--- src/hw/rtl/wsd_pkg.sv ---
// Shared types, constants and helper functions for the worker slot dispatcher.
`timescale 1ns / 1ps

package wsd_pkg;

  localparam int MAX_SLOTS = 16;
  localparam int IDX_W     = $clog2(MAX_SLOTS);
  localparam int CNT_W     = $clog2(MAX_SLOTS + 1);
  localparam int THR_W     = 9;
  localparam int PROD_W    = THR_W + CNT_W;
  localparam int CFG_IDX_W = 2;
  localparam int CFG_DAT_W = THR_W;

  typedef enum logic [CFG_IDX_W-1:0] {
    CFG_MIN_WORKERS    = 2'd0,
    CFG_MAX_WORKERS    = 2'd1,
    CFG_BUSY_THRESHOLD = 2'd2
  } cfg_idx_t;

  typedef enum logic [1:0] {
    MODE_SUBMIT = 2'd0,
    MODE_DONE   = 2'd1,
    MODE_MANAGE = 2'd2,
    MODE_INIT   = 2'd3
  } mode_t;

  typedef enum logic [2:0] {
    ST_IDLE_USED = 3'd0,
    ST_GROWN     = 3'd1,
    ST_REJECTED  = 3'd2,
    ST_RELEASED  = 3'd3,
    ST_NO_SHRINK = 3'd4,
    ST_SHRUNK    = 3'd5,
    ST_INIT      = 3'd6
  } status_t;

  typedef enum logic [2:0] {
    FSM_IDLE,
    FSM_SCAN,
    FSM_COUNT,
    FSM_SHRINK
  } fsm_t;

  // Clamped limits handed from the register file to the sequencer.
  typedef struct packed {
    logic [CNT_W-1:0] lo;
    logic [CNT_W-1:0] hi;
    logic [THR_W-1:0] thr;
  } limits_t;

  function automatic logic [CNT_W-1:0] clamp_slots(input logic [CNT_W-1:0] v);
    logic [CNT_W-1:0] r;
    if (v == '0) begin
      r = CNT_W'(1);
    end else if (v > CNT_W'(MAX_SLOTS)) begin
      r = CNT_W'(MAX_SLOTS);
    end else begin
      r = v;
    end
    return r;
  endfunction

  // One bit for each slot below the given active count.
  function automatic logic [MAX_SLOTS-1:0] active_mask(input logic [CNT_W-1:0] n);
    logic [MAX_SLOTS-1:0] m;
    for (int i = 0; i < MAX_SLOTS; i++) begin
      m[i] = (CNT_W'(i) < n);
    end
    return m;
  endfunction

endpackage

--- src/hw/rtl/wsd_cfg_regs.sv ---
// Configuration register file with clamping of the slot limits.
`timescale 1ns / 1ps

module wsd_cfg_regs (
  input  logic                          clk,
  input  logic                          rst_n,
  input  logic                          cfg_we,
  input  logic [wsd_pkg::CFG_IDX_W-1:0] cfg_index,
  input  logic [wsd_pkg::CFG_DAT_W-1:0] cfg_wdata,
  output wsd_pkg::limits_t              limits
);

  logic [wsd_pkg::CNT_W-1:0] min_r, min_nxt;
  logic [wsd_pkg::CNT_W-1:0] max_r, max_nxt;
  logic [wsd_pkg::THR_W-1:0] thr_r, thr_nxt;

  always_comb begin
    min_nxt = min_r;
    max_nxt = max_r;
    thr_nxt = thr_r;
    if (cfg_we) begin
      case (wsd_pkg::cfg_idx_t'(cfg_index))
        wsd_pkg::CFG_MIN_WORKERS:    min_nxt = cfg_wdata[wsd_pkg::CNT_W-1:0];
        wsd_pkg::CFG_MAX_WORKERS:    max_nxt = cfg_wdata[wsd_pkg::CNT_W-1:0];
        wsd_pkg::CFG_BUSY_THRESHOLD: thr_nxt = cfg_wdata[wsd_pkg::THR_W-1:0];
        default: ;
      endcase
    end
  end

  always_ff @(posedge clk) begin
    if (!rst_n) begin
      min_r <= wsd_pkg::CNT_W'(4);
      max_r <= wsd_pkg::CNT_W'(16);
      thr_r <= wsd_pkg::THR_W'(128);
    end else begin
      min_r <= min_nxt;
      max_r <= max_nxt;
      thr_r <= thr_nxt;
    end
  end

  assign limits.lo  = wsd_pkg::clamp_slots(min_r);
  assign limits.hi  = wsd_pkg::clamp_slots(max_r);
  assign limits.thr = thr_r;

endmodule

--- src/hw/rtl/worker_slot_dispatcher.sv ---
// Top level: first-idle job dispatch over an elastic pool of worker slots.
// Each command walks the active slots, one per cycle through a single counter and compare:
// a submit scans for the lowest idle slot and then counts the busy slots, a done, an init or
// a manage tick counts them, and a manage tick under the threshold then drops idle slots from
// the top. Busy drops in the result cycle, so the next command can be taken in that cycle.
`timescale 1ns / 1ps

module worker_slot_dispatcher (
  input  logic                          clk,
  input  logic                          rst_n,
  // Command channel.
  input  logic                          start,
  output logic                          busy,
  input  logic [1:0]                    in_mode,
  input  logic [wsd_pkg::IDX_W-1:0]     in_done_slot,
  // Result channel: one strobe cycle per transfer, the receiver cannot stall it.
  output logic                          out_valid,
  output logic [2:0]                    out_status,
  output logic [wsd_pkg::IDX_W-1:0]     out_slot,
  output logic [wsd_pkg::CNT_W-1:0]     out_active_count,
  output logic [wsd_pkg::CNT_W-1:0]     out_busy_count,
  // Configuration write port.
  input  logic                          cfg_we,
  input  logic [wsd_pkg::CFG_IDX_W-1:0] cfg_index,
  input  logic [wsd_pkg::CFG_DAT_W-1:0] cfg_wdata
);

  wsd_pkg::limits_t limits;

  wsd_cfg_regs u_cfg (
    .clk       (clk),
    .rst_n     (rst_n),
    .cfg_we    (cfg_we),
    .cfg_index (cfg_index),
    .cfg_wdata (cfg_wdata),
    .limits    (limits)
  );

  // Sequencer state and the pool itself. Bits of busy_map at or above the
  // active count are always zero, so shrinking never has to clear anything.
  // Reset (synchronous, rst_n low) clears the pool to zero active slots, all idle.
  wsd_pkg::fsm_t                 state_r, state_nxt;
  wsd_pkg::mode_t                mode_r, mode_nxt;
  wsd_pkg::status_t              status_r, status_nxt;
  logic [wsd_pkg::IDX_W-1:0]     slot_r, slot_nxt;
  logic [wsd_pkg::CNT_W-1:0]     idx_r, idx_nxt;
  logic [wsd_pkg::CNT_W-1:0]     cnt_r, cnt_nxt;
  logic [wsd_pkg::MAX_SLOTS-1:0] busy_map_r, busy_map_nxt;
  logic [wsd_pkg::CNT_W-1:0]     active_r, active_nxt;

  logic                          out_valid_r, out_valid_nxt;
  wsd_pkg::status_t              out_status_r, out_status_nxt;
  logic [wsd_pkg::IDX_W-1:0]     out_slot_r, out_slot_nxt;
  logic [wsd_pkg::CNT_W-1:0]     out_active_r, out_active_nxt;
  logic [wsd_pkg::CNT_W-1:0]     out_busy_r, out_busy_nxt;

  // The shared walking unit: one slot index, its busy bit, and a compare
  // of the index against the active count.
  logic [wsd_pkg::IDX_W-1:0]     walk_idx;
  logic                          walk_in_range;
  logic                          walk_bit;
  logic [wsd_pkg::IDX_W-1:0]     top_idx;
  logic [wsd_pkg::PROD_W-1:0]    busy_scaled;
  logic [wsd_pkg::PROD_W-1:0]    thr_scaled;
  logic                          accept;

  assign walk_idx      = idx_r[wsd_pkg::IDX_W-1:0];
  assign walk_in_range = (idx_r < active_r);
  assign walk_bit      = busy_map_r[walk_idx];
  assign top_idx       = wsd_pkg::IDX_W'(active_r - wsd_pkg::CNT_W'(1));
  assign busy_scaled   = wsd_pkg::PROD_W'({cnt_r, 8'd0});
  assign thr_scaled    = wsd_pkg::PROD_W'(limits.thr) * wsd_pkg::PROD_W'(active_r);
  assign accept        = start && (state_r == wsd_pkg::FSM_IDLE);

  always_comb begin
    state_nxt      = state_r;
    mode_nxt       = mode_r;
    status_nxt     = status_r;
    slot_nxt       = slot_r;
    idx_nxt        = idx_r;
    cnt_nxt        = cnt_r;
    busy_map_nxt   = busy_map_r;
    active_nxt     = active_r;
    out_valid_nxt  = 1'b0;
    out_status_nxt = out_status_r;
    out_slot_nxt   = out_slot_r;
    out_active_nxt = out_active_r;
    out_busy_nxt   = out_busy_r;

    case (state_r)
      wsd_pkg::FSM_IDLE: begin
        if (accept) begin
          mode_nxt = wsd_pkg::mode_t'(in_mode);
          slot_nxt = '0;
          idx_nxt  = '0;
          cnt_nxt  = '0;
          case (wsd_pkg::mode_t'(in_mode))
            wsd_pkg::MODE_SUBMIT: begin
              state_nxt = wsd_pkg::FSM_SCAN;
            end
            wsd_pkg::MODE_DONE: begin
              // A done on a slot outside the pool changes nothing.
              if (wsd_pkg::CNT_W'(in_done_slot) < active_r) begin
                busy_map_nxt[in_done_slot] = 1'b0;
              end
              status_nxt = wsd_pkg::ST_RELEASED;
              state_nxt  = wsd_pkg::FSM_COUNT;
            end
            wsd_pkg::MODE_MANAGE: begin
              status_nxt = wsd_pkg::ST_NO_SHRINK;
              state_nxt  = wsd_pkg::FSM_COUNT;
            end
            default: begin
              active_nxt   = limits.lo;
              busy_map_nxt = '0;
              status_nxt   = wsd_pkg::ST_INIT;
              state_nxt    = wsd_pkg::FSM_COUNT;
            end
          endcase
        end
      end

      wsd_pkg::FSM_SCAN: begin
        // Look for the lowest idle active slot, one slot per cycle.
        if (walk_in_range) begin
          if (!walk_bit) begin
            busy_map_nxt[walk_idx] = 1'b1;
            status_nxt = wsd_pkg::ST_IDLE_USED;
            slot_nxt   = walk_idx;
            idx_nxt    = '0;
            state_nxt  = wsd_pkg::FSM_COUNT;
          end else begin
            idx_nxt = idx_r + wsd_pkg::CNT_W'(1);
          end
        end else begin
          // Every active slot is busy: grow by one busy slot or reject.
          if (active_r < limits.hi) begin
            busy_map_nxt[active_r[wsd_pkg::IDX_W-1:0]] = 1'b1;
            slot_nxt   = active_r[wsd_pkg::IDX_W-1:0];
            active_nxt = active_r + wsd_pkg::CNT_W'(1);
            status_nxt = wsd_pkg::ST_GROWN;
          end else begin
            slot_nxt   = '0;
            status_nxt = wsd_pkg::ST_REJECTED;
          end
          idx_nxt   = '0;
          state_nxt = wsd_pkg::FSM_COUNT;
        end
      end

      wsd_pkg::FSM_COUNT: begin
        // Count busy active slots, one slot per cycle.
        if (walk_in_range) begin
          cnt_nxt = cnt_r + wsd_pkg::CNT_W'(walk_bit);
          idx_nxt = idx_r + wsd_pkg::CNT_W'(1);
        end else if (mode_r == wsd_pkg::MODE_MANAGE && active_r != '0 &&
                     busy_scaled < thr_scaled) begin
          // The pool is under the threshold: try to drop idle slots from the top.
          state_nxt = wsd_pkg::FSM_SHRINK;
        end else begin
          out_valid_nxt  = 1'b1;
          out_status_nxt = status_r;
          out_slot_nxt   = slot_r;
          out_active_nxt = active_r;
          out_busy_nxt   = cnt_r;
          state_nxt      = wsd_pkg::FSM_IDLE;
        end
      end

      wsd_pkg::FSM_SHRINK: begin
        // Only idle slots are dropped, so the busy count stays as counted.
        if (active_r > limits.lo && !busy_map_r[top_idx]) begin
          active_nxt = active_r - wsd_pkg::CNT_W'(1);
          status_nxt = wsd_pkg::ST_SHRUNK;
        end else begin
          out_valid_nxt  = 1'b1;
          out_status_nxt = status_r;
          out_slot_nxt   = slot_r;
          out_active_nxt = active_r;
          out_busy_nxt   = cnt_r;
          state_nxt      = wsd_pkg::FSM_IDLE;
        end
      end

      default: begin
        state_nxt = wsd_pkg::FSM_IDLE;
      end
    endcase
  end

  always_ff @(posedge clk) begin
    if (!rst_n) begin
      state_r     <= wsd_pkg::FSM_IDLE;
      busy_map_r  <= '0;
      active_r    <= '0;
      out_valid_r <= 1'b0;
    end else begin
      state_r     <= state_nxt;
      busy_map_r  <= busy_map_nxt;
      active_r    <= active_nxt;
      out_valid_r <= out_valid_nxt;
    end
  end

  always_ff @(posedge clk) begin
    mode_r       <= mode_nxt;
    status_r     <= status_nxt;
    slot_r       <= slot_nxt;
    idx_r        <= idx_nxt;
    cnt_r        <= cnt_nxt;
    out_status_r <= out_status_nxt;
    out_slot_r   <= out_slot_nxt;
    out_active_r <= out_active_nxt;
    out_busy_r   <= out_busy_nxt;
  end

  assign busy             = (state_r != wsd_pkg::FSM_IDLE);
  assign out_valid        = out_valid_r;
  assign out_status       = out_status_r;
  assign out_slot         = out_slot_r;
  assign out_active_count = out_active_r;
  assign out_busy_count   = out_busy_r;

`ifndef SYNTHESIS
  // No slot outside the active range is ever marked busy.
  a_no_busy_outside: assert property (@(posedge clk) disable iff (!rst_n)
    (busy_map_r & ~wsd_pkg::active_mask(active_r)) == '0)
    else $error("busy bit set outside the active range");

  // The pool never exceeds the slot count.
  a_active_bounded: assert property (@(posedge clk) disable iff (!rst_n)
    active_r <= wsd_pkg::CNT_W'(wsd_pkg::MAX_SLOTS))
    else $error("active count above the slot count");

  // A result strobe lasts a single cycle.
  a_strobe_single: assert property (@(posedge clk) disable iff (!rst_n)
    out_valid_r |=> !out_valid_r)
    else $error("result strobe held for two cycles");

  // A reported busy count never exceeds the reported active count.
  a_busy_le_active: assert property (@(posedge clk) disable iff (!rst_n)
    out_valid_r |-> out_busy_r <= out_active_r)
    else $error("busy count above active count");

  // A grown pool hands out its new top slot.
  a_grown_slot: assert property (@(posedge clk) disable iff (!rst_n)
    (out_valid_r && out_status_r == wsd_pkg::ST_GROWN) |->
      (wsd_pkg::CNT_W'(out_slot_r) + wsd_pkg::CNT_W'(1) == out_active_r))
    else $error("grown slot is not the top active slot");
`endif

endmodule
--- config.mk ---
export PLATFORM = sky130hd
export DESIGN_NAME = worker_slot_dispatcher
export DESIGN_NICKNAME = d
export VERILOG_FILES = /design/src/hw/rtl/wsd_pkg.sv /design/src/hw/rtl/wsd_cfg_regs.sv /design/src/hw/rtl/worker_slot_dispatcher.sv
export SDC_FILE = /design/constraint.sdc
export NUM_CORES = 1
export LEC_CHECK = 0
export BUFFER_PORTS_ARGS = -buffer_cell sky130_fd_sc_hd__buf_2
export CAP_MARGIN = 20
export CORE_UTILIZATION = 56
export DETAILED_ROUTE_END_ITERATION = 10
export PLACE_DENSITY = 0.88
export SLEW_MARGIN = 0
export SYNTH_ARGS = -nofsm -noshare
export SYNTH_HDL_FRONTEND = slang
export SYNTH_SLANG_ARGS = --single-unit
--- constraint.sdc ---
create_clock -name clk -period 5.7 [get_ports clk]
set_clock_uncertainty 0.05 [all_clocks]
set_input_delay 1.14 -clock clk [delete_from_list [all_inputs] [get_ports clk]]
set_output_delay 1.14 -clock clk [all_outputs]
set_load 0.02 [all_outputs]
# [Yosys cells after proc, flatten, opt, wreduce, memory -nomap -nowiden]
# Cells that the tools add are included.
[totals] reg_bits=80 inputBits=21
[classes] n_addsub=4 mul=1 order_cmp=14 eq_ne=22 muxes=74 bitwise_logic=4 reduce_logical=34
[ops] cell="$mux W5" count=20
[ops] cell="$mux W16" count=5
[ops] cell="$pmux W16 S2" count=2
[ops] cell="$mux W3" count=12
[ops] cell="$or A16 B16 Y16" count=2
[ops] cell="$pmux W5 S2" count=3
[ops] cell="$pmux W5 S3" count=2
[ops] cell="$mux W4" count=7
[ops] cell="$ne A2 B2 Y1 const B" count=11
[ops] cell="$lt A4 B5 Y1 const B" count=4
[ops] cell="$pmux W3 S3" count=2
[ops] cell="$and A16 B16 Y16" count=1
[ops] cell="$not A16 Y16" count=1
[ops] cell="$pmux W4 S2" count=2
[ops] cell="$lt A13 B14 Y1" count=1
[ops] cell="$mul A9 B5 Y14" count=1
[ops] cell="$demux W1 S4" count=3
[ops] cell="$ge A4 B1 Y1 const B" count=3
[ops] cell="$pmux W3 S4" count=1
[ops] cell="$reduce_and A6 Y1" count=2
[ops] cell="$add A5 B1 Y5 const B" count=2
[ops] cell="$gt A5 B5 Y1 const B" count=2
[ops] cell="$logic_not A5 Y1" count=2
[ops] cell="$lt A5 B5 Y1" count=2
[ops] cell="other kinds (27)" count=60

# [Longest topological paths before layout]
# Gate-level depths: netlist of run 1.
[logic_depth] depth_word=10 depth_mapped=24 ltp_nobuf=22

# [By module]
# Synthesis of run 1 repeated with hierarchy kept, for this count alone.
[hier_totals] cells_unflattened=698 area_unflattened_um2=6236.0
[modules_own_cells] module="worker_slot_dispatcher" instances=1 cells_per_inst=608 area_each_um2=5393.9
[modules_own_cells] module="wsd_cfg_regs" instances=1 cells_per_inst=90 area_each_um2=842.1

# [Worst setup path after synthesis of run 1]
# No wires, ideal clock.
[synth_path] path_type="reg-to-reg" start="register active_r[2] (netlist bit)" end="register out_active_r (netlist bit out_active_count[0]), enable pin" setup_time_ps=376 arrival_ps=5528 t_required_ps=5274 slack_ps=-254 stages_incl_launch_ff=24 n_path_buf=2 period_less_slack_ps=5954 path_cell_list="dfxtp_1 -> clkbuf_1 -> clkbuf_1 -> and2_1 -> fa_1 -> fa_1 -> inv_1 -> fa_1 -> inv_1 -> ha_1 -> a21o_1 -> a31oi_1 -> nor2b_1 -> o21ai_0 -> a21oi_1 -> o2111a_1 -> a311oi_1 -> ha_1 -> nand4_1 -> a21oi_1 -> nand4_1 -> o31ai_1 -> o41a_1 -> a32o_1"
[synth_via] elab_chain_len=7 elab_cells_between_ends=16 classes_between="add/sub (1); mul (1); order compare (3); eq/ne (3); mux (2); reduce/logical (6)"
[synth_lines] item="from (decl)" line_no="worker_slot_dispatcher.sv:49" rtl="logic [wsd_pkg::CNT_W-1:0] active_r, active_nxt;"
[synth_lines] item="from (signal assigned)" line_no="worker_slot_dispatcher.sv:200" rtl="active_r <= active_nxt;"
[synth_lines] item="parallel branches: the longest is 6 deep, another holds $mul A9 B5 Y14"
[synth_lines] item="$reduce_and A4 Y1 (no source line) *"
[synth_lines] item="to (signal assigned)" line_no="worker_slot_dispatcher.sv:213" rtl="out_active_r <= out_active_nxt;"
[synth_lines] item="to (decl)" line_no="worker_slot_dispatcher.sv:54" rtl="logic [wsd_pkg::CNT_W-1:0] out_active_r, out_active_nxt;"
# Mark *: on every way between the ends. The select of a mux whose other input is x is not followed.
# A chain may end at the register's enable or synchronous reset.

# [Worst setup path after layout of run 1]
[layout_path] start="register u_cfg.thr_r[3] (netlist bit)" end="register out_slot_r (netlist bit out_slot[3]), enable pin"
[layout_via] elab_chain_len=5
[layout_lines] item="from (decl)" line_no="wsd_cfg_regs.sv:15" rtl="logic [wsd_pkg::THR_W-1:0] thr_r, thr_nxt;"
[layout_lines] item="from (signal assigned)" line_no="wsd_cfg_regs.sv:35" rtl="thr_r <= wsd_pkg::THR_W'(128);"
[layout_lines] item="from (signal assigned)" line_no="wsd_cfg_regs.sv:39" rtl="thr_r <= thr_nxt;"
[layout_lines] item="$mul A9 B5 Y14" line_no="worker_slot_dispatcher.sv:72" rtl="assign thr_scaled = wsd_pkg::PROD_W'(limits.thr) * wsd_pkg::PROD_W'(active_r);"
[layout_lines] item="$lt A13 B14 Y1" line_no="worker_slot_dispatcher.sv:157" rtl="busy_scaled < thr_scaled) begin"
[layout_lines] item="$logic_and A1 B1 Y1" line_no="worker_slot_dispatcher.sv:156" rtl="end else if (mode_r == wsd_pkg::MODE_MANAGE && active_r != '0 &&"
[layout_lines] item="$ne A2 B2 Y1 (no source line)"
[layout_lines] item="$reduce_and A4 Y1 (no source line)"
[layout_lines] item="to (signal assigned)" line_no="worker_slot_dispatcher.sv:212" rtl="out_slot_r <= out_slot_nxt;"
[layout_lines] item="to (decl)" line_no="worker_slot_dispatcher.sv:53" rtl="logic [wsd_pkg::IDX_W-1:0] out_slot_r, out_slot_nxt;"
# No other way between the ends.

==> results of run 1 <==
==> path summary, 6_finish.rpt <==
check                              endpoint      startpoint  slack (ns)
worst max register to register  out_slot[3]  u_cfg.thr_r[3]        0.15
worst min-delay path            out_slot[1]       slot_r[1]        0.38
worst min register to register  out_slot[1]       slot_r[1]        0.38
worst max-delay path            out_slot[3]  u_cfg.thr_r[3]        0.15
==> layout make-up <==
type / count / share of cell area
multi-input combinational: 504 / 0.579
inverter: 54 / 0.0302
sequential: 79 / 0.291
clock inverter: 6 / 0.00988
clock buffer: 10 / 0.0205
tap: 136 / 0.0254
timing repair buffer: 52 / 0.0442
==> metrics by stage <==
step,cells,util
after global routing,841,0.644
after global placement,822,0.615
after CTS,838,0.635
final,841,0.644
after floorplan,666,-
after detailed placement,822,0.615
==> kinds of logic (layout without fill, tap and decap cells) <==
kind of cell | after synthesis | after routing | synth area share
and+or+nand+nor | 253 | 253 | 0.206
AOI/OAI and AO/OA | 125 | 126 | 0.140
buffers and inverters | 84 | 122 | 0.0540
DFF | 79 | 79 | 0.320
adders and majority gates | 78 | 78 | 0.187
muxes | 30 | 30 | 0.0693
xor gates and xnor gates | 17 | 17 | 0.0245
==> power breakdown <==
group / leakage (uW) / total (uW) / switching [uW] / internal (uW)
Combinational: 0.00208 / 1410 / 916 / 496
Clock: 0.000104 / 448 / 231 / 217
Sequential: 0.000701 / 915 / 142 / 773
==> Yosys cell counts (4+ instances only) <==
cell,number,area share
xor2_1,7,0.010
a21o_1,7,0.0087
nor3_1,10,0.0082
nor2b_1,9,0.0093
a21oi_1,25,0.021
or3_1,5,0.0052
xnor2_1,10,0.014
and3_1,4,0.0041
nand2b_1,5,0.0052
inv_1,52,0.032
dfxtp_1,43,0.14
nor2_1,56,0.035
o21ai_0,22,0.018
ha_1,57,0.12
mux2i_1,21,0.035
and2_1,33,0.034
nand3_1,55,0.045
a211oi_1,23,0.028
edfxtp_1,36,0.18
clkbuf_1,26,0.016
nand2_1,56,0.035
nand4_1,5,0.0052
mux4_2,7,0.026
a31oi_1,19,0.020
fa_1,21,0.069
==> what timing repair did <==
action / 4_1_cts / 5_1_grt
gates resized for setup: 2 / 17
pin swaps: 1 / 10
setup endpoints to repair: 17 / 17
hold endpoints to repair: 0 / 0
setup buffers: 0 / 2
gates cloned: 0 / 1
==> layer usage <==
| layer | vias up | GRT usage | part of all wire |
|---|---|---|---|
| li1 | 2453 | - | - |
| met1 | 2516 | 0.385 | 0.41 |
| met2 | 346 | 0.466 | 0.46 |
| met3 | 55 | 0.0478 | 0.10 |
| met4 | 0 | 0.0972 | 0.027 |
| met5 | - | 0 | 0 |
==> qor.csv, run 1 <==
metric;value;unit
max FFs per register;16;
Die Y;106;um
slowest stage delay, CP;0.52;ns
Root Buffer;clkbuf_8;
Die Wd;106;um
final WL;15800;um
Initial Utilization;0.583;
Max Buffers Root-to-Sink;2;
GRT Residual Overflow;0;
worst min path class;register to register;
# fillers;768;
Synth Instances;666;
via count;5370;
synthesized cell area;0.00607;sq mm
asr flop ratio synth;0;
Leak;0.00289;uW
Finished Cell Area;0.00671;sq mm
die area;0.0113;sq mm
CP bufs+invs;2;
post-DP HPWL;11500;um
total power draw;2770;uW
std cell rows;37;
Core ar.;0.0104;sq mm
Critical Path AT;5.56;ns
# setup viols final;0;
Setup CP Type;register to register;
CTS Buf Count;9;
fin crit period;5.55;ns
# clock sinks;79;
CP Max Fanout;8;
initial antenna violation count;0;
Max stage delay cell, worst path;fa_1;
register bit total from synthesis;79;
VDD IR max;0.000232;V
Routability Congestion;0.943;
vias in the first global route;5078;
Inserted Diodes;0;
number of I/O port buffers;39;
WL/cell;18.8;um
Crit. End Element;register;
share of layout cells above drive strength 1;0.146;
post-route ant nets;0;
worst-path cell chain;and2_1, fa_1, fa_1, inv_1, fa_1, inv_1, ha_4, a21o_1, a31oi_2, nor2b_1, o21ai_1, a21oi_2, o21ai_1, a311oi_2, ha_1, nand4_1, a21oi_2, nand4_1, o31ai_1, o41a_1, a32o_2;
max_cap viols;0;
Worst Reg2Reg Path Length in Cells;21;
setup_tns;0;ns
Max H-tree Level;3;
Ys Warns;0;
Achievable Freq;180;MHz
Detailed Route Iter0 Violations;631;
final hold viol count;0;
critical path launch point type;register;
first-pass GRT wire length;25400;um
Crit path top cell by count;fa_1;
DRC viols;0;
Vias/cell;6.39;
sequential fraction of the synthesis area;0.320;
largest net degree at the start of global routing;40;
most frequent cells in the layout;56 x nand2_1, 56 x nor2_1, 56 x ha_1, 55 x nand3_1, 52 x inv_1;
number of synthesized flops with an enable pin;36;
CTS tree;done;
CTS clk-pin slew, worst paths;0.08;ns
Top FF cell, synth;dfxtp_1;
Syn Nets;765;
Worst Hold Slack;0.378;ns
io pins;40;
Power per Cell Area;413;mW/mm^2
worst-skew pair later-pin latency;0.38;ns
top flop regs;busy_map_r: 16 flops, u_cfg.thr_r: 9 flops;
cell count along the critical path;21;
area grow syn2layout;10.6;%
final worst setup slack;0.146;ns
critical path required time;5.70;ns
pre-CTS setup slack;-0.111;ns
final worst-path cycle share;0.974;
Final #Nets;799;
Yosys cell types;65;
First-pass DRT Iterations;6;
area of the multi-input gates;0.00389;sq mm
Top reg by flops;busy_map_r;
Avg Inst Size Synth;9.11;sq um
placement-stage cell area;0.00640;sq mm
status;complete, no violations;
Slew Viols, Final;0;
hold path cells;0;
Top delay family on crit path;adder cells;
All-Layer GR Usage;0.286;
Sequential Area;0.00195;sq mm
Rel. slew slack;0.317;
Tightest Pin Transition;1.02;ns
hold_buf cts;0;
No activity file was read; power rests on OpenSTA's default activity.
==> run 2: changes to the inputs <==
--- a/config.mk
+++ b/config.mk
@@ -7,9 +7,10 @@
 export LEC_CHECK = 0
 export BUFFER_PORTS_ARGS = -buffer_cell sky130_fd_sc_hd__buf_2
 export CAP_MARGIN = 20
-export CORE_UTILIZATION = 56
+export CORE_UTILIZATION = 57
+export CTS_BUF_LIST = sky130_fd_sc_hd__clkbuf_4 sky130_fd_sc_hd__clkbuf_8
 export DETAILED_ROUTE_END_ITERATION = 10
-export PLACE_DENSITY = 0.88
+export PLACE_DENSITY = 0.89
 export SLEW_MARGIN = 0
 export SYNTH_ARGS = -nofsm -noshare
 export SYNTH_HDL_FRONTEND = slang
==> qor.csv, run 2 (synthesis results as in run 1) <==
metric;value;unit;change
status;complete, but fails checks;;
failing checks;setup timing;;
flop2flop setup slack;-0.14;ns;-0.29 ns
CTS clk-pin slew, worst paths;0.09;ns;about the same
Inserted Diodes;0;;unchanged
CTS tree;done;;
worst-skew pair later-pin latency;0.37;ns;about the same
reg2reg end;out_active_count[4];;
Worst Hold Path EP;out_status[1];;
post-route ant nets;0;;unchanged
Routability Congestion;0.990;;+5.0%
Slew Viols, Final;0;;unchanged
initial antenna violation count;0;;unchanged
GRT Residual Overflow;0;;unchanged
Critical Path AT;5.94;ns;+0.38 ns
final worst setup slack;-0.143;ns;-0.289 ns
Max stage delay cell, worst path;fa_1;;
max_cap viols;0;;unchanged
final worst-path cycle share;1.03;;+0.0507
area grow syn2layout;12.2;%;
Worst Reg2Reg Path Length in Cells;23;;+9.5%
slowest stage delay, CP;0.56;ns;+0.04 ns
Tightest Pin Transition;1.04;ns;+0.0223 ns
io pins;40;;unchanged
Crit path top cell by count;fa_1;;
Leak;0.00292;uW;+0.96%
Sequential Area;0.00195;sq mm;-0.19%
fin crit period;5.84;ns;+0.289 ns
Root Buffer;clkbuf_8;;
max FFs per register;16;;unchanged
CP Max Fanout;8;;unchanged
Vias/cell;6.53;;+2.2%
die area;0.0111;sq mm;-1.7%
CP bufs+invs;4;;+2
worst-path cell chain;and2_1, fa_1, fa_1, inv_1, fa_1, inv_1, ha_4, a21o_4, a31oi_4, nor2b_2, o21ai_2, a21oi_2, o2111a_1, a311oi_2, ha_1, buf_4, nand2_1, o21ai_0, nor4_1, o31ai_1, o41a_1, a32o_2, buf_12;;
reg-to-reg startpoint;u_cfg.thr_r[2];;
top flop regs;busy_map_r: 16 flops, u_cfg.thr_r: 9 flops;;
share of layout cells above drive strength 1;0.155;;+0.00883
final hold viol count;0;;unchanged
Crit. Startpoint;u_cfg.thr_r[2];;
First-pass DRT Iterations;7;;+1
Final #Nets;804;;+0.63%
std cell rows;37;;unchanged
Initial Utilization;0.588;;+0.00523
Power per Cell Area;416;mW/mm^2;+0.60%
Core ar.;0.0103;sq mm;-0.89%
Rel. slew slack;0.286;;-0.0304
WL/cell;19.6;um;+4.5%
Finished Cell Area;0.00681;sq mm;+1.5%
first-pass GRT wire length;25300;um;-0.24%
DRC viols;0;;unchanged
Achievable Freq;171;MHz;-4.9%
Die Y;105;um;-0.87%
number of I/O port buffers;39;;unchanged
Setup CP Type;register to register;;
via count;5522;;+2.8%
largest net degree at the start of global routing;40;;unchanged
hold path start;status_r[1];;
post-DP HPWL;11500;um;-0.15%
critical path launch point type;register;;
worst min path class;register to register;;
# setup viols final;17;;+17
# fillers;779;;+1.4%
CTS Buf Count;9;;unchanged
Detailed Route Iter0 Violations;603;;-4.4%
Die Wd;105;um;-0.87%
cell count along the critical path;23;;+9.5%
VDD IR max;0.000249;V;+7.0%
Max Buffers Root-to-Sink;2;;unchanged
Top delay family on crit path;adder cells;;
placement-stage cell area;0.00641;sq mm;+0.12%
setup_tns;-1.95;ns;-1.95 ns
# clock sinks;79;;unchanged
vias in the first global route;5148;;+1.4%
area of the multi-input gates;0.00393;sq mm;+1.1%
All-Layer GR Usage;0.294;;+0.00831
most frequent cells in the layout;56 x nand2_1, 56 x nor2_1, 55 x nand3_1, 54 x ha_1, 52 x inv_1;;
Top reg by flops;busy_map_r;;
hold path cells;0;;unchanged
final WL;16600;um;+5.1%
Max H-tree Level;3;;unchanged
total power draw;2830;uW;+2.1%
Crit. End Element;register;;
critical path required time;5.79;ns;+0.09 ns
-- run 2: cell count changes in the layout (fill, tap and decap cells not counted), moves of 2 or more --
cell,change
buf_4,+5
dfxtp_2,-3
ha_1,-2
dfxtp_1,+3
clkinv_4,+2
-- run 2: worst max path at each step --
stage / to / slack [ns]
global placement: out_slot[3] / 0.15
floorplan: out_active_count[0] / 0.04
detailed placement: out_slot[0] / -0.23
global route: out_active_count[4] / -0.31
CTS: out_status[1] / 0.05
finish: out_active_count[4] / -0.14
-- run 2: worst register-to-register path, stage by stage, from the launching register on --
cell,delay (ns)
dfxtp_2,0.36
and2_1,0.19
fa_1,0.49
fa_1,0.52
inv_1,0.06
fa_1,0.56
inv_1,0.07
ha_4,0.25
a21o_4,0.24
a31oi_4,0.22
nor2b_2,0.08
o21ai_2,0.18
a21oi_2,0.10
o2111a_1,0.25
a311oi_2,0.20
ha_1,0.30
buf_4,0.14
nand2_1,0.05
o21ai_0,0.08
nor4_1,0.43
o31ai_1,0.17
o41a_1,0.21
a32o_2,0.28
buf_12,0.15
-- run 2: stage by stage --
stage	util	worst slack, ns	cells	hold WS (ns)
floorplan	-	0.0388	666	0.350
global placement	0.621	0.146	823	0.358
detailed placement	0.621	-0.226	823	0.356
CTS	0.646	0.0519	842	0.373
global route	0.660	-0.312	846	0.372
finish	0.660	-0.143	846	0.363
-- run 2: cell type report --
cell class | instances | share of cell area
flip-flops and latches | 79 | 0.286
well taps | 136 | 0.0250
inverters | 54 | 0.0298
clock inverters | 7 | 0.0140
multi-input cells | 504 | 0.577
repair buffers | 57 | 0.0503
clock buffers | 9 | 0.0182
-- run 2: per-layer routing --
layer,vias to the layer above,track usage,share of wire
li1,2465,-,-
met1,2604,0.394,0.40
met2,382,0.480,0.47
met3,71,0.0543,0.10
met4,0,0.0956,0.034
met5,-,0,0
-- run 2: power by group --
group | internal [uW] | switching, uW
combinational | 514 | 941
clock | 248 | 227
sequential | 771 | 131
total | 1530 | 1300
-- run 2: what timing repair did --
item                       in CTS  in global routing
buffers inserted                2                  4
pin swaps                       2                 14
hold buffers                    0                  0
gates resized for setup         3                 22
setup endpoints to repair      17                 20
gates cloned                    1                  0
==> run 3: changes to the inputs <==
==> constraint.sdc (replaced) <==
create_clock -name clk -period 5.7 [get_ports clk]
set_clock_uncertainty 0.05 [all_clocks]
set_input_delay 0 -clock clk [delete_from_list [all_inputs] [get_ports clk]]
set_output_delay 0 -clock clk [all_outputs]
set_load 0.02 [all_outputs]
==> qor.csv, run 3 (synthesis results as in run 1) <==
metric;value;unit;change
Tightest Pin Transition;1.04;ns;-0.00853 ns
Crit path top cell by count;fa_1;;
critical path required time;5.80;ns;about the same
placement-stage cell area;0.00641;sq mm;unchanged
Max H-tree Level;3;;unchanged
largest net degree at the start of global routing;40;;unchanged
Initial Utilization;0.588;;unchanged
worst-skew pair later-pin latency;0.37;ns;about the same
CTS clk-pin slew, worst paths;0.09;ns;about the same
slowest stage delay, CP;0.58;ns;+0.02 ns
Top delay family on crit path;adder cells;;
CP Max Fanout;8;;unchanged
Crit. Startpoint;u_cfg.thr_r[2];;
reg-to-reg startpoint;u_cfg.thr_r[2];;
cell count along the critical path;23;;unchanged
die area;0.0111;sq mm;unchanged
Setup CP Type;register to register;;
std cell rows;37;;unchanged
final WL;17000;um;+2.5%
pre-CTS setup slack;-0.226;ns;unchanged
most frequent cells in the layout;56 x nand2_1, 56 x nor2_1, 55 x nand3_1, 54 x ha_1, 52 x inv_1;;
status;complete, but fails checks;;
via count;5606;;+1.5%
Core ar.;0.0103;sq mm;unchanged
# clock sinks;79;;unchanged
first-pass GRT wire length;25900;um;+2.3%
hold path cells;4;;+4
Achievable Freq;171;MHz;-0.21%
post-route ant nets;0;;unchanged
Worst Hold Slack;0.0209;ns;-0.342 ns
Final #Nets;821;;+2.1%
worst min path class;input port to register;;
Power per Cell Area;409;mW/mm^2;-1.7%
Critical Path AT;5.95;ns;about the same
final hold viol count;0;;unchanged
Slew Viols, Final;0;;unchanged
Root Buffer;clkbuf_8;;
area grow syn2layout;14.9;%;
CTS tree;done;;
Finished Cell Area;0.00698;sq mm;+2.4%
number of I/O port buffers;39;;unchanged
failing checks;setup timing;;
Routability Congestion;0.990;;unchanged
Rel. slew slack;0.292;;+0.00583
critical path launch point type;register;;
VDD IR max;0.000250;V;+0.43%
fin cells;863;;+2.0%
Inserted Diodes;0;;unchanged
share of layout cells above drive strength 1;0.154;;-0.000872
placed cell count;823;;unchanged
max_cap viols;0;;unchanged
hold path start;in_done_slot[0];;
DRC viols;0;;unchanged
final worst-path cycle share;1.03;;+0.00217
Worst Reg2Reg Path Length in Cells;23;;unchanged
WL/cell;19.7;um;+0.46%
post-DP HPWL;11500;um;unchanged
CTS Buf Count;9;;unchanged
Die Wd;105;um;unchanged
Max stage delay cell, worst path;fa_1;;
Detailed Route Iter0 Violations;646;;+7.1%
fin crit period;5.86;ns;+0.0124 ns
initial antenna violation count;0;;unchanged
CP bufs+invs;4;;unchanged
GRT Residual Overflow;0;;unchanged
io pins;40;;unchanged
# fillers;751;;-3.6%
max FFs per register;16;;unchanged
Vias/cell;6.50;;-0.48%
All-Layer GR Usage;0.301;;+0.00698
worst-path cell chain;and2_1, fa_1, fa_1, inv_1, fa_1, inv_1, ha_4, a21o_4, a31oi_4, nor2b_2, o21ai_2, a21oi_2, o2111a_1, a311oi_2, ha_1, buf_4, nand2_1, o21ai_0, nor4_1, o31ai_1, o41a_1, a32o_2, buf_12;;
Max Buffers Root-to-Sink;2;;unchanged
Crit. End Element;register;;
First-pass DRT Iterations;5;;-2
Die Y;105;um;unchanged
# setup viols final;17;;unchanged
Leak;0.00298;uW;+2.3%
top flop regs;busy_map_r: 16 flops, u_cfg.thr_r: 9 flops;;
Top reg by flops;busy_map_r;;
vias in the first global route;5227;;+1.5%
final worst setup slack;-0.155;ns;-0.0124 ns
run 3: changes by cell type in the layout (fill, tap and decap cells not counted), sizes merged:
cell,previous run,this run
dlygate4sd3,0,15
buf,57,59
run 3: metrics by stage:
stage	setup TNS [ns]	utilization	total power (uW)
6_report	-2.18	0.676	2850
5_1_grt	-5.07	0.676	3010
4_1_cts	0	0.661	2750
3_5_place_dp	-3.84	0.621	2250
3_3_place_gp	0	0.621	2180
2_1_floorplan	0	-	1870
run 3: worst reg2reg max path, cell delays in order, from the launching register on:
cell      delay [ns]
dfxtp_4         0.37
and2_1          0.18
fa_1            0.51
fa_1            0.52
inv_1           0.06
fa_1            0.58
inv_1           0.08
ha_4            0.26
a21o_4          0.24
a31oi_4         0.23
nor2b_2         0.08
o21ai_2         0.18
a21oi_2         0.10
o2111a_1        0.25
a311oi_2        0.21
ha_1            0.29
buf_4           0.14
nand2_1         0.05
o21ai_0         0.08
nor4_1          0.40
o31ai_1         0.16
o41a_1          0.21
a32o_2          0.28
buf_12          0.15
run 3: power breakdown:
group	switching, uW	leakage [uW]	internal, uW	total, uW
Sequential	133	0.000700	771	904
Combinational	943	0.00217	529	1470
Clock	229	0.000111	248	477
Total	1300	0.00298	1550	2850
run 3: worst paths after layout:
path	to	slack (ns)
hold reg to reg	out_status[1]	0.36
setup / recovery	out_active_count[4]	-0.16
setup reg to reg	out_active_count[4]	-0.16
hold / removal	busy_map_r[9]	0.02
run 3: final cells by class:
class                      count  area [sq um]  share of cell area
multi-input combinational    504          3930               0.563
sequential                    79          1950               0.279
timing repair buffer          74           508              0.0728
inverter                      54           203              0.0291
tap                          136           170              0.0244
clock buffer                   9           124              0.0178
clock inverter                 7          95.1              0.0136
run 3: timing repair:
action	in CTS	in global routing
endpoints found under the setup margin	17	20
endpoints found under the hold margin	26	0
hold buffers	15	0
pin swaps	2	15
setup buffers	2	6
resized for setup	3	22
cloned	1	0
run 3: metal layers:
layer / vias up / GRT usage / share of wire
li1: 2502 / - / -
met1: 2665 / 0.396 / 0.39
met2: 367 / 0.492 / 0.47
met3: 72 / 0.0618 / 0.11
met4: 0 / 0.105 / 0.034
met5: - / 0 / 0
